--- src/rtl/core/dts_pkg.sv ---
// Shared types, codes and the scanner transition table for the token scanner.
// Used by dts_step, dts_res_queue and dfa_token_scanner_core; depends on nothing.
package dts_pkg;

  localparam int CNT_BITS_DEF = 16;
  localparam int OUT_BITS     = 16;
  localparam int QUEUE_DEPTH  = 4;

  typedef enum logic {
    ACT_CHAR = 1'b0,
    ACT_END  = 1'b1
  } action_t;

  typedef enum logic [4:0] {
    S_NONE         = 5'd0,
    S_START        = 5'd1,
    S_NUM          = 5'd2,
    S_NUM_DOT      = 5'd3,
    S_NUM_FRAC     = 5'd4,
    S_NUM_EXP      = 5'd5,
    S_NUM_EXP_SIGN = 5'd6,
    S_NUM_EXP_DIG  = 5'd7,
    S_LIT_OPEN     = 5'd8,
    S_LIT          = 5'd9,
    S_ID           = 5'd10,
    S_EOF          = 5'd11,
    S_CMT_OPEN     = 5'd12,
    S_CMT          = 5'd13,
    S_LT           = 5'd14,
    S_ASSIGN       = 5'd15,
    S_RELOP2       = 5'd16,
    S_GT           = 5'd17,
    S_ARITH        = 5'd18,
    S_LPAREN       = 5'd19,
    S_RPAREN       = 5'd20,
    S_SEMI         = 5'd21
  } scan_state_t;

  typedef enum logic [3:0] {
    TOK_ERROR   = 4'd0,
    TOK_NUM     = 4'd1,
    TOK_LITERAL = 4'd2,
    TOK_ID      = 4'd3,
    TOK_EOF     = 4'd4,
    TOK_COMMENT = 4'd5,
    TOK_RELOP   = 4'd6,
    TOK_ASSIGN  = 4'd7,
    TOK_ARITH   = 4'd8,
    TOK_LPAREN  = 4'd9,
    TOK_RPAREN  = 4'd10,
    TOK_SEMI    = 4'd11
  } tok_class_t;

  typedef struct packed {
    tok_class_t          token_class;
    logic [OUT_BITS-1:0] lexeme_length;
    logic [OUT_BITS-1:0] line_number;
    logic [OUT_BITS-1:0] column_number;
    logic                last_of_run;
  } result_t;

  typedef struct packed {
    logic [1:0] count;
    result_t    first;
    result_t    second;
  } result_pair_t;

  localparam logic [7:0] CH_TAB     = 8'h09;
  localparam logic [7:0] CH_NL      = 8'h0A;
  localparam logic [7:0] CH_SPACE   = 8'd32;
  localparam logic [7:0] CH_DEL     = 8'd127;
  localparam logic [7:0] CH_QUOTE   = 8'h22;
  localparam logic [7:0] CH_DOLLAR  = 8'h24;
  localparam logic [7:0] CH_LBRACE  = 8'h7B;
  localparam logic [7:0] CH_RBRACE  = 8'h7D;
  localparam logic [7:0] CH_DOT     = 8'h2E;
  localparam logic [7:0] CH_UPPER_E = 8'h45;
  localparam logic [7:0] CH_UNDER   = 8'h5F;
  localparam logic [7:0] CH_LT      = 8'h3C;
  localparam logic [7:0] CH_EQ      = 8'h3D;
  localparam logic [7:0] CH_GT      = 8'h3E;
  localparam logic [7:0] CH_SLASH   = 8'h2F;
  localparam logic [7:0] CH_PLUS    = 8'h2B;
  localparam logic [7:0] CH_MINUS   = 8'h2D;
  localparam logic [7:0] CH_STAR    = 8'h2A;
  localparam logic [7:0] CH_LPAREN  = 8'h28;
  localparam logic [7:0] CH_RPAREN  = 8'h29;
  localparam logic [7:0] CH_SEMI    = 8'h3B;

  function automatic logic is_space(input logic [7:0] c);
    return (c == CH_SPACE) || (c == CH_TAB) || (c == CH_NL);
  endfunction

  // Returns S_NONE where the character has no transition.
  function automatic scan_state_t next_state(input scan_state_t s, input logic [7:0] c);
    logic digit;
    logic letter;
    logic printable;
    scan_state_t n;
    digit     = (c >= 8'h30) && (c <= 8'h39);
    letter    = ((c >= 8'h61) && (c <= 8'h7A)) || ((c >= 8'h41) && (c <= 8'h5A));
    printable = (c >= CH_SPACE) && (c < CH_DEL);
    n         = S_NONE;
    case (s)
      S_START: begin
        if (is_space(c)) n = S_START;
        else if (digit) n = S_NUM;
        else if (c == CH_QUOTE) n = S_LIT_OPEN;
        else if (letter) n = S_ID;
        else if (c == CH_DOLLAR) n = S_EOF;
        else if (c == CH_LBRACE) n = S_CMT_OPEN;
        else if (c == CH_LT) n = S_LT;
        else if (c == CH_EQ) n = S_RELOP2;
        else if (c == CH_GT) n = S_GT;
        else if ((c == CH_SLASH) || (c == CH_PLUS) || (c == CH_MINUS) || (c == CH_STAR))
          n = S_ARITH;
        else if (c == CH_LPAREN) n = S_LPAREN;
        else if (c == CH_RPAREN) n = S_RPAREN;
        else if (c == CH_SEMI) n = S_SEMI;
      end
      S_NUM: begin
        if (digit) n = S_NUM;
        else if (c == CH_DOT) n = S_NUM_DOT;
        else if (c == CH_UPPER_E) n = S_NUM_EXP;
      end
      S_NUM_DOT, S_NUM_FRAC: begin
        if (digit) n = S_NUM_FRAC;
      end
      S_NUM_EXP: begin
        if (digit) n = S_NUM_EXP_DIG;
        else if ((c == CH_PLUS) || (c == CH_MINUS)) n = S_NUM_EXP_SIGN;
      end
      S_NUM_EXP_SIGN, S_NUM_EXP_DIG: begin
        if (digit) n = S_NUM_EXP_DIG;
      end
      S_LIT_OPEN: begin
        if (c == CH_QUOTE) n = S_LIT;
        else if (printable) n = S_LIT_OPEN;
      end
      S_ID: begin
        if (digit || letter || (c == CH_UNDER)) n = S_ID;
      end
      S_CMT_OPEN: begin
        if (c == CH_RBRACE) n = S_CMT;
        else if (printable) n = S_CMT_OPEN;
      end
      S_LT: begin
        if (c == CH_MINUS) n = S_ASSIGN;
        else if ((c == CH_GT) || (c == CH_EQ)) n = S_RELOP2;
      end
      S_GT: begin
        if (c == CH_EQ) n = S_RELOP2;
      end
      default: n = S_NONE;
    endcase
    return n;
  endfunction

  // Non-final states report an error token.
  function automatic tok_class_t class_of_state(input scan_state_t s);
    tok_class_t t;
    case (s)
      S_NUM, S_NUM_FRAC, S_NUM_EXP_DIG: t = TOK_NUM;
      S_LIT:                            t = TOK_LITERAL;
      S_ID:                             t = TOK_ID;
      S_EOF:                            t = TOK_EOF;
      S_CMT:                            t = TOK_COMMENT;
      S_LT, S_RELOP2, S_GT:             t = TOK_RELOP;
      S_ASSIGN:                         t = TOK_ASSIGN;
      S_ARITH:                          t = TOK_ARITH;
      S_LPAREN:                         t = TOK_LPAREN;
      S_RPAREN:                         t = TOK_RPAREN;
      S_SEMI:                           t = TOK_SEMI;
      default:                          t = TOK_ERROR;
    endcase
    return t;
  endfunction

endpackage

--- src/rtl/core/dts_step.sv ---
// One scanner step: next DFA state, counter updates and the zero to two tokens
// that one input word causes. Purely combinational; uses dts_pkg.
module dts_step import dts_pkg::*; #(
  parameter int COUNTER_BITS = CNT_BITS_DEF
) (
  input  action_t                 action,
  input  logic [7:0]              character,
  input  scan_state_t             state_cur,
  input  logic [COUNTER_BITS-1:0] lex_cur,
  input  logic [COUNTER_BITS-1:0] line_cur,
  input  logic [COUNTER_BITS-1:0] col_cur,
  output scan_state_t             state_nxt,
  output logic [COUNTER_BITS-1:0] lex_nxt,
  output logic [COUNTER_BITS-1:0] line_nxt,
  output logic [COUNTER_BITS-1:0] col_nxt,
  output result_pair_t            results
);

  localparam int XW = (COUNTER_BITS > OUT_BITS) ? COUNTER_BITS : OUT_BITS;

  function automatic logic [COUNTER_BITS-1:0] sat_inc(input logic [COUNTER_BITS-1:0] v);
    return (v == {COUNTER_BITS{1'b1}}) ? v : v + COUNTER_BITS'(1);
  endfunction

  function automatic logic [OUT_BITS-1:0] sat_out(input logic [COUNTER_BITS-1:0] v);
    logic [XW-1:0] e;
    e = XW'(v);
    return (e > XW'({OUT_BITS{1'b1}})) ? {OUT_BITS{1'b1}} : e[OUT_BITS-1:0];
  endfunction

  scan_state_t             nx_first;
  scan_state_t             nx_eff;
  logic                    pending;
  logic [COUNTER_BITS-1:0] lex_base;
  logic [COUNTER_BITS-1:0] col_err;

  assign pending  = (state_cur != S_START);
  assign nx_first = next_state(state_cur, character);
  // A refused character after a pending token is rescanned from the start state.
  assign nx_eff   = (nx_first != S_NONE) ? nx_first
                  : (pending ? next_state(S_START, character) : S_NONE);
  assign lex_base = (nx_first != S_NONE) ? lex_cur : '0;
  assign col_err  = sat_inc(col_cur);

  // Next state and counters.
  always_comb begin
    state_nxt = state_cur;
    lex_nxt   = lex_cur;
    line_nxt  = line_cur;
    col_nxt   = col_cur;
    if (action == ACT_END) begin
      if (pending) begin
        state_nxt = S_START;
        lex_nxt   = '0;
      end
    end else if (nx_eff != S_NONE) begin
      state_nxt = nx_eff;
      lex_nxt   = is_space(character) ? lex_base : sat_inc(lex_base);
      if (character == CH_NL) begin
        line_nxt = sat_inc(line_cur);
        col_nxt  = COUNTER_BITS'(2);
      end else begin
        col_nxt  = sat_inc(col_cur);
      end
    end else begin
      state_nxt = S_START;
      lex_nxt   = '0;
      col_nxt   = col_err;
    end
  end

  // Tokens; the pending token carries the counters from before this character.
  always_comb begin
    result_t tok_res;
    result_t err_res;
    tok_res.token_class   = class_of_state(state_cur);
    tok_res.lexeme_length = sat_out(lex_cur);
    tok_res.line_number   = sat_out(line_cur);
    tok_res.column_number = sat_out(col_cur);
    tok_res.last_of_run   = 1'b1;
    err_res.token_class   = TOK_ERROR;
    err_res.lexeme_length = '0;
    err_res.line_number   = sat_out(line_cur);
    err_res.column_number = sat_out(col_err);
    err_res.last_of_run   = 1'b1;
    results.count  = 2'd0;
    results.first  = tok_res;
    results.second = err_res;
    if (action == ACT_END) begin
      if (pending) results.count = 2'd1;
    end else if (nx_first == S_NONE) begin
      if (pending) begin
        results.first.last_of_run = (nx_eff != S_NONE);
        results.count = (nx_eff != S_NONE) ? 2'd1 : 2'd2;
      end else begin
        results.first = err_res;
        results.count = 2'd1;
      end
    end
  end

endmodule

--- src/rtl/core/dts_res_queue.sv ---
// Small register queue for result words: takes up to two per cycle, gives one per cycle while out_ready is high.
// Uses the result types of dts_pkg.
module dts_res_queue import dts_pkg::*; (
  input  logic         clk,
  input  logic         rst_n,
  input  logic         push,
  input  result_pair_t push_data,
  output logic         room,
  output logic         out_valid,
  input  logic         out_ready,
  output result_t      out_data
);

  localparam int PTR_W = $clog2(QUEUE_DEPTH);
  localparam int CNT_W = $clog2(QUEUE_DEPTH + 1);

  result_t          entry_r [QUEUE_DEPTH];
  logic [PTR_W-1:0] wr_ptr_r, wr_ptr_nxt;
  logic [PTR_W-1:0] rd_ptr_r, rd_ptr_nxt;
  logic [CNT_W-1:0] count_r, count_nxt;
  logic [1:0]       n_push;
  logic             pop;

  assign n_push    = push ? push_data.count : 2'd0;
  assign pop       = out_valid && out_ready;
  assign out_valid = (count_r != '0);
  assign out_data  = entry_r[rd_ptr_r];
  // Room for the worst case of two results from the next word.
  assign room      = (count_r <= CNT_W'(QUEUE_DEPTH - 2));

  always_comb begin
    wr_ptr_nxt = wr_ptr_r + PTR_W'(n_push);
    rd_ptr_nxt = rd_ptr_r + PTR_W'(pop);
    count_nxt  = count_r + CNT_W'(n_push) - CNT_W'(pop);
  end

  always_ff @(posedge clk) begin
    if (!rst_n) begin
      wr_ptr_r <= '0;
      rd_ptr_r <= '0;
      count_r  <= '0;
    end else begin
      wr_ptr_r <= wr_ptr_nxt;
      rd_ptr_r <= rd_ptr_nxt;
      count_r  <= count_nxt;
    end
  end

  always_ff @(posedge clk) begin
    if (n_push != 2'd0) entry_r[wr_ptr_r] <= push_data.first;
    if (n_push == 2'd2) entry_r[wr_ptr_r + PTR_W'(1)] <= push_data.second;
  end

endmodule

--- src/rtl/core/dfa_token_scanner_core.sv ---
// Longest-match DFA token scanner, one source character per word.
// The tokens that a taken word ends are written into the result queue and offered on out_ from there.
// Throughput: one word per cycle while the four-entry result queue has room for two;
// a word that yields two tokens puts both in the queue, which gives them out one at a time.
// Reset (synchronous, rst_n low): start state, lexeme count 0, line and column 1,
// result queue empty.
module dfa_token_scanner_core import dts_pkg::*; #(
  parameter int COUNTER_BITS = CNT_BITS_DEF
) (
  input  logic       clk,
  input  logic       rst_n,
  input  logic       in_valid,
  output logic       in_ready,
  input  logic       in_action,
  input  logic [7:0] in_character,
  output logic       out_valid,
  input  logic       out_ready,
  output logic [3:0] out_token_class,
  output logic [15:0] out_lexeme_length,
  output logic [15:0] out_line_number,
  output logic [15:0] out_column_number,
  output logic       out_last_of_run
);

  scan_state_t             scan_state_r, scan_state_nxt;
  logic [COUNTER_BITS-1:0] lex_r, lex_nxt;
  logic [COUNTER_BITS-1:0] line_r, line_nxt;
  logic [COUNTER_BITS-1:0] col_r, col_nxt;
  result_pair_t            step_res;
  result_t                 head;
  logic                    take;

  assign take = in_valid && in_ready;

  dts_step #(
    .COUNTER_BITS(COUNTER_BITS)
  ) u_step (
    .action    (action_t'(in_action)),
    .character (in_character),
    .state_cur (scan_state_r),
    .lex_cur   (lex_r),
    .line_cur  (line_r),
    .col_cur   (col_r),
    .state_nxt (scan_state_nxt),
    .lex_nxt   (lex_nxt),
    .line_nxt  (line_nxt),
    .col_nxt   (col_nxt),
    .results   (step_res)
  );

  dts_res_queue u_queue (
    .clk       (clk),
    .rst_n     (rst_n),
    .push      (take),
    .push_data (step_res),
    .room      (in_ready),
    .out_valid (out_valid),
    .out_ready (out_ready),
    .out_data  (head)
  );

  always_ff @(posedge clk) begin
    if (!rst_n) begin
      scan_state_r <= S_START;
      lex_r        <= '0;
      line_r       <= COUNTER_BITS'(1);
      col_r        <= COUNTER_BITS'(1);
    end else if (take) begin
      scan_state_r <= scan_state_nxt;
      lex_r        <= lex_nxt;
      line_r       <= line_nxt;
      col_r        <= col_nxt;
    end
  end

  assign out_token_class   = head.token_class;
  assign out_lexeme_length = head.lexeme_length;
  assign out_line_number   = head.line_number;
  assign out_column_number = head.column_number;
  assign out_last_of_run   = head.last_of_run;

endmodule

--- config.mk ---
export PLATFORM = sky130hd
export DESIGN_NAME = dfa_token_scanner_core
export DESIGN_NICKNAME = d
export VERILOG_FILES = /design/src/rtl/core/dts_pkg.sv /design/src/rtl/core/dts_step.sv /design/src/rtl/core/dts_res_queue.sv /design/src/rtl/core/dfa_token_scanner_core.sv
export SDC_FILE = /design/constraint.sdc
export NUM_CORES = 1
export LEC_CHECK = 0
export ABC_AREA = 1
export CAP_MARGIN = 20
export CORE_MARGIN = 2
export CORE_UTILIZATION = 50
export DETAILED_ROUTE_END_ITERATION = 12
export DONT_BUFFER_PORTS = 1
export GPL_TIMING_DRIVEN = 0
export SETUP_SLACK_MARGIN = 0.02
export SYNTH_ARGS = -nofsm -noshare
export SYNTH_HDL_FRONTEND = slang
export SYNTH_SLANG_ARGS = --single-unit
--- constraint.sdc ---
create_clock -name clk -period 4.4 [get_ports clk]
set_input_delay 0.44 -clock clk [delete_from_list [all_inputs] [get_ports clk]]
set_output_delay 0.44 -clock clk [all_outputs]
set_load 0.01 [all_outputs]
==> summary.md <==
| Metric | Value |
|---|---|
| Final Setup Violations | `0` |
| Final min period | `3.98 ns` |
| CTS tree | `done` |
| Setup CP Type | `reg -> reg` |
| Critical Path AT | `4.30 ns` |
| Clock sinks | `276` |
| CTS clk-pin slew, worst paths | `0.06 ns` |
| Largest net degree at the start of global routing | `34` |
| Initial antenna violation count | `1` |
| Pins Over Slew Limit | `0` |
| Final Instance Area | `about 16000 um2` |
| Critical path required time | `4.71 ns` |
| Synthesized area | `14600 um2` |
| Htree depth | `1` |
| Pwr dens | `534 nW/um2` |
| # DRC | `0` |
| CP Max Fanout | `33` |
| Maximum clock frequency | `roughly 0.25 GHz` |
| Total Power | `8.61 mW` |
| Slew HR | `32.2%` |
| Worst-Margin Slew | `1.02 ns` |
| Diodes inserted | `0` |
| GPL Wtd Cong | `slightly above 0.9` |
| Core area | `about 29000 um2` |
| Clock Skews | `0.0106 ns` |
| DR iter-0 viols | `1483` |
| Share of the yosys chip area belonging to registers | `46.5%` |
| Leakage | `6.48 nW` |
| Tcrit/Tclk final | `around nine tenths` |
| Hold Buf Count CTS | `0` |
| Hold Vio Cnt, Final | `0` |
| Clock Root Buffer | `clkbuf_16` |
| Die area | `30700 um2` |
| DR pass1 iterations | `5` |
| Placement Cell Area | `15100 um2` |
| Starting Density | `50.8%` |
| Status | `complete, no violations` |
| Critical Path Start Type | `flop` |
| Max-cap viol count | `0` |
| Synth Area per Inst | `7.75 um2` |
| Synth Instances | `1889` |
| Vias | `approximately 13000` |
| TritonCTS Buffers | `30` |
| Worst Hold Class | `in -> reg` |
| Placement row count | `62` |
| Overflow after GRT | `0` |
| IO Port Bufs | `0` |
| Yosys cell types | `51` |
| DPL Wire Length | `34.4 mm` |
| Fillers | `about 2800` |
| Max clock buf depth | `3` |
| #FFs+latches synth | `276` |
| Setup crit end kind | `flop` |
| Die Height | `approximately 180 um` |
| Syn. warnings | `0` |
| Worst reg2reg setup slack | `0.42 ns` |
| Routed len/inst | `approximately 21 um` |
| Worst vdd ir | `between 300 and 400 uV` |
| DRT antenna net count | `0` |
| Total Routing Usage GR | `32.2%` |
| Net Count, Synth | `1916` |
| Setup TNS | `0 ns` |
| Die W | `175 um` |
| First-pass GRT wire length | `75.1 mm` |
| Final design utilization | `56.0%` |
| Final net count | `1948` |
| Area added between synthesis and finish | `10.2%` |
| Worst skew pair latency | `~0.57 ns` |
| I/O Pins | `68` |
| RSZ-0062 raised after global routing | `no` |
| Vias in the first global route | `12600` |
| Vias per cell | `5.78` |
| Min Hold Slack | `about 0.16 ns` |
| Routed WL | `49.5 mm` |
| Layout cells sized above 1 | `9.25%` |
[cells by family after synthesis]
family | synth area share (%)
flip-flops | 46.5
XOR/XNOR | 1.08
AND/OR/NAND/NOR | 24.8
AO/OA/AOI/OAI | 16.7
adder cells (fa/ha/maj) | 1.25
buffers and inverters | 9.70
[registers in the layout, summed over array words and instances (netlist names), named ones only]
| signal | count |
|---|---|
| lex_r | 16 |
| u_queue.wr_ptr_r | 2 |
| scan_state_r | 5 |
| u_queue.entry_r | 212 |
| col_r | 16 |
| u_queue.count_r | 3 |
| line_r | 16 |
| u_queue.rd_ptr_r | 2 |
[metrics by stage]
| step | std cells | setup WS, ns |
|---|---|---|
| global placement | 2273 | 0.0239 |
| CTS | 2329 | 0.323 |
| finish | 2329 | 0.416 |
| floorplan | 1889 | 1.05 |
| detailed placement | 2273 | -0.0108 |
| global route | 2329 | 0.0263 |
[path summary, 6_finish.rpt]
check,startpoint,endpoint,depth (start not counted)
worst max register to register,scan_state_r[4],u_queue.entry_r[1][32],20
worst min register to register,lex_r[15],lex_r[15],2
worst max-delay path,scan_state_r[4],u_queue.entry_r[1][32],20
worst min-delay path,in_action,scan_state_r[0],4
[power breakdown]
group | leakage [nW] | switching (mW) | internal, mW | total [mW]
sequential | 2.46 | 0.232 | 3.15 | 3.39
clock | 0.497 | 1.06 | 1.49 | 2.55
combinational | 3.52 | 1.94 | 0.740 | 2.68
total | 6.48 | 3.23 | 5.38 | 8.61
[cells in the mapped netlist, drive strengths merged]
| cell | count | area [um2] |
|---|---|---|
| a211oi | 3 | 22.5 |
| a21boi | 2 | 15.0 |
| a21o | 1 | 7.51 |
| a21oi | 50 | 250 |
| a22oi | 1 | 7.51 |
| a31oi | 3 | 25.0 |
| and3 | 2 | 12.5 |
| buf | 44 | 325 |
| clkbuf | 61 | 229 |
| clkinv | 3 | 11.3 |
| dfxtp | 148 | 2960 |
| edfxtp | 128 | 3840 |
| fa | 1 | 20.0 |
| ha | 13 | 163 |
| inv | 226 | 853 |
| nand2 | 375 | 1470 |
| nand3 | 122 | 626 |
| nand3b | 2 | 15.0 |
| nand4 | 15 | 100 |
| nor2 | 284 | 1180 |
| nor3 | 29 | 150 |
| nor3b | 3 | 22.5 |
| nor4 | 5 | 31.3 |
| o211ai | 89 | 718 |
| o21a | 2 | 15.0 |
| o21ai | 189 | 953 |
| o21bai | 3 | 26.3 |
| o22ai | 64 | 400 |
| or2 | 3 | 18.8 |
| xnor2 | 2 | 17.5 |
| xor2 | 16 | 140 |
[what timing repair did]
item | in CTS | in global routing
setup endpoints to repair | 0 | 29
buffers inserted | 0 | 0
resized for setup | 0 | 3
[layer usage]
| metal | track usage (%) | wire, um | up-vias |
|---|---|---|---|
| li1 | - | - | 6378 |
| met1 | 44.5 | 21000 | 6369 |
| met2 | 51.7 | 22500 | 631 |
| met3 | 6.22 | 4800 | 81 |
| met4 | 8.68 | 1300 | 0 |
| met5 | 0 | 0 | - |
[critical path: stages, from the launching register on]
cell and delay (ns):
dfxtp_1 0.30, inv_1 0.11, nand3_1 0.18, nor2_1 0.08
nand3_1 0.11, nand3_1 0.08, nor2_1 0.13, nand3_1 0.09
nor2_1 0.22, nand3_2 0.21, nor2_4 0.27, a31oi_2 0.17
nand3_2 0.14, nor2_4 0.06, nand2_8 0.11, inv_4 0.07
nand2_4 0.14, nand2_2 0.57, inv_2 0.37, buf_6 0.20
nor2_1 0.06
[cell usage in the layout (no fill, tap or decap), types with 15 or more instances in the layout]
cell       count
edfxtp_1     128
o21ai_0      152
a21oi_1       50
o22ai_1       64
o211ai_1      79
o21ai_1       35
inv_1        197
dfxtp_1      148
clkbuf_1      68
clkbuf_16     31
nor3_1        28
buf_4         15
nor2_1       259
nand2_1      360
xor2_1        16
nor2_2        17
inv_2         27
nand3_1      119
[area by class of cell]
class | count | area [um2] | area share (%)
clock buffer | 48 | 922 | 5.72
clock inverter | 8 | 78.8 | 0.489
tap | 384 | 480 | 2.98
inverter | 229 | 865 | 5.36
sequential | 276 | 6810 | 42.2
buffer | 105 | 554 | 3.44
multi-input combinational | 1279 | 6420 | 39.8
(Power assumes the default switching activity.)
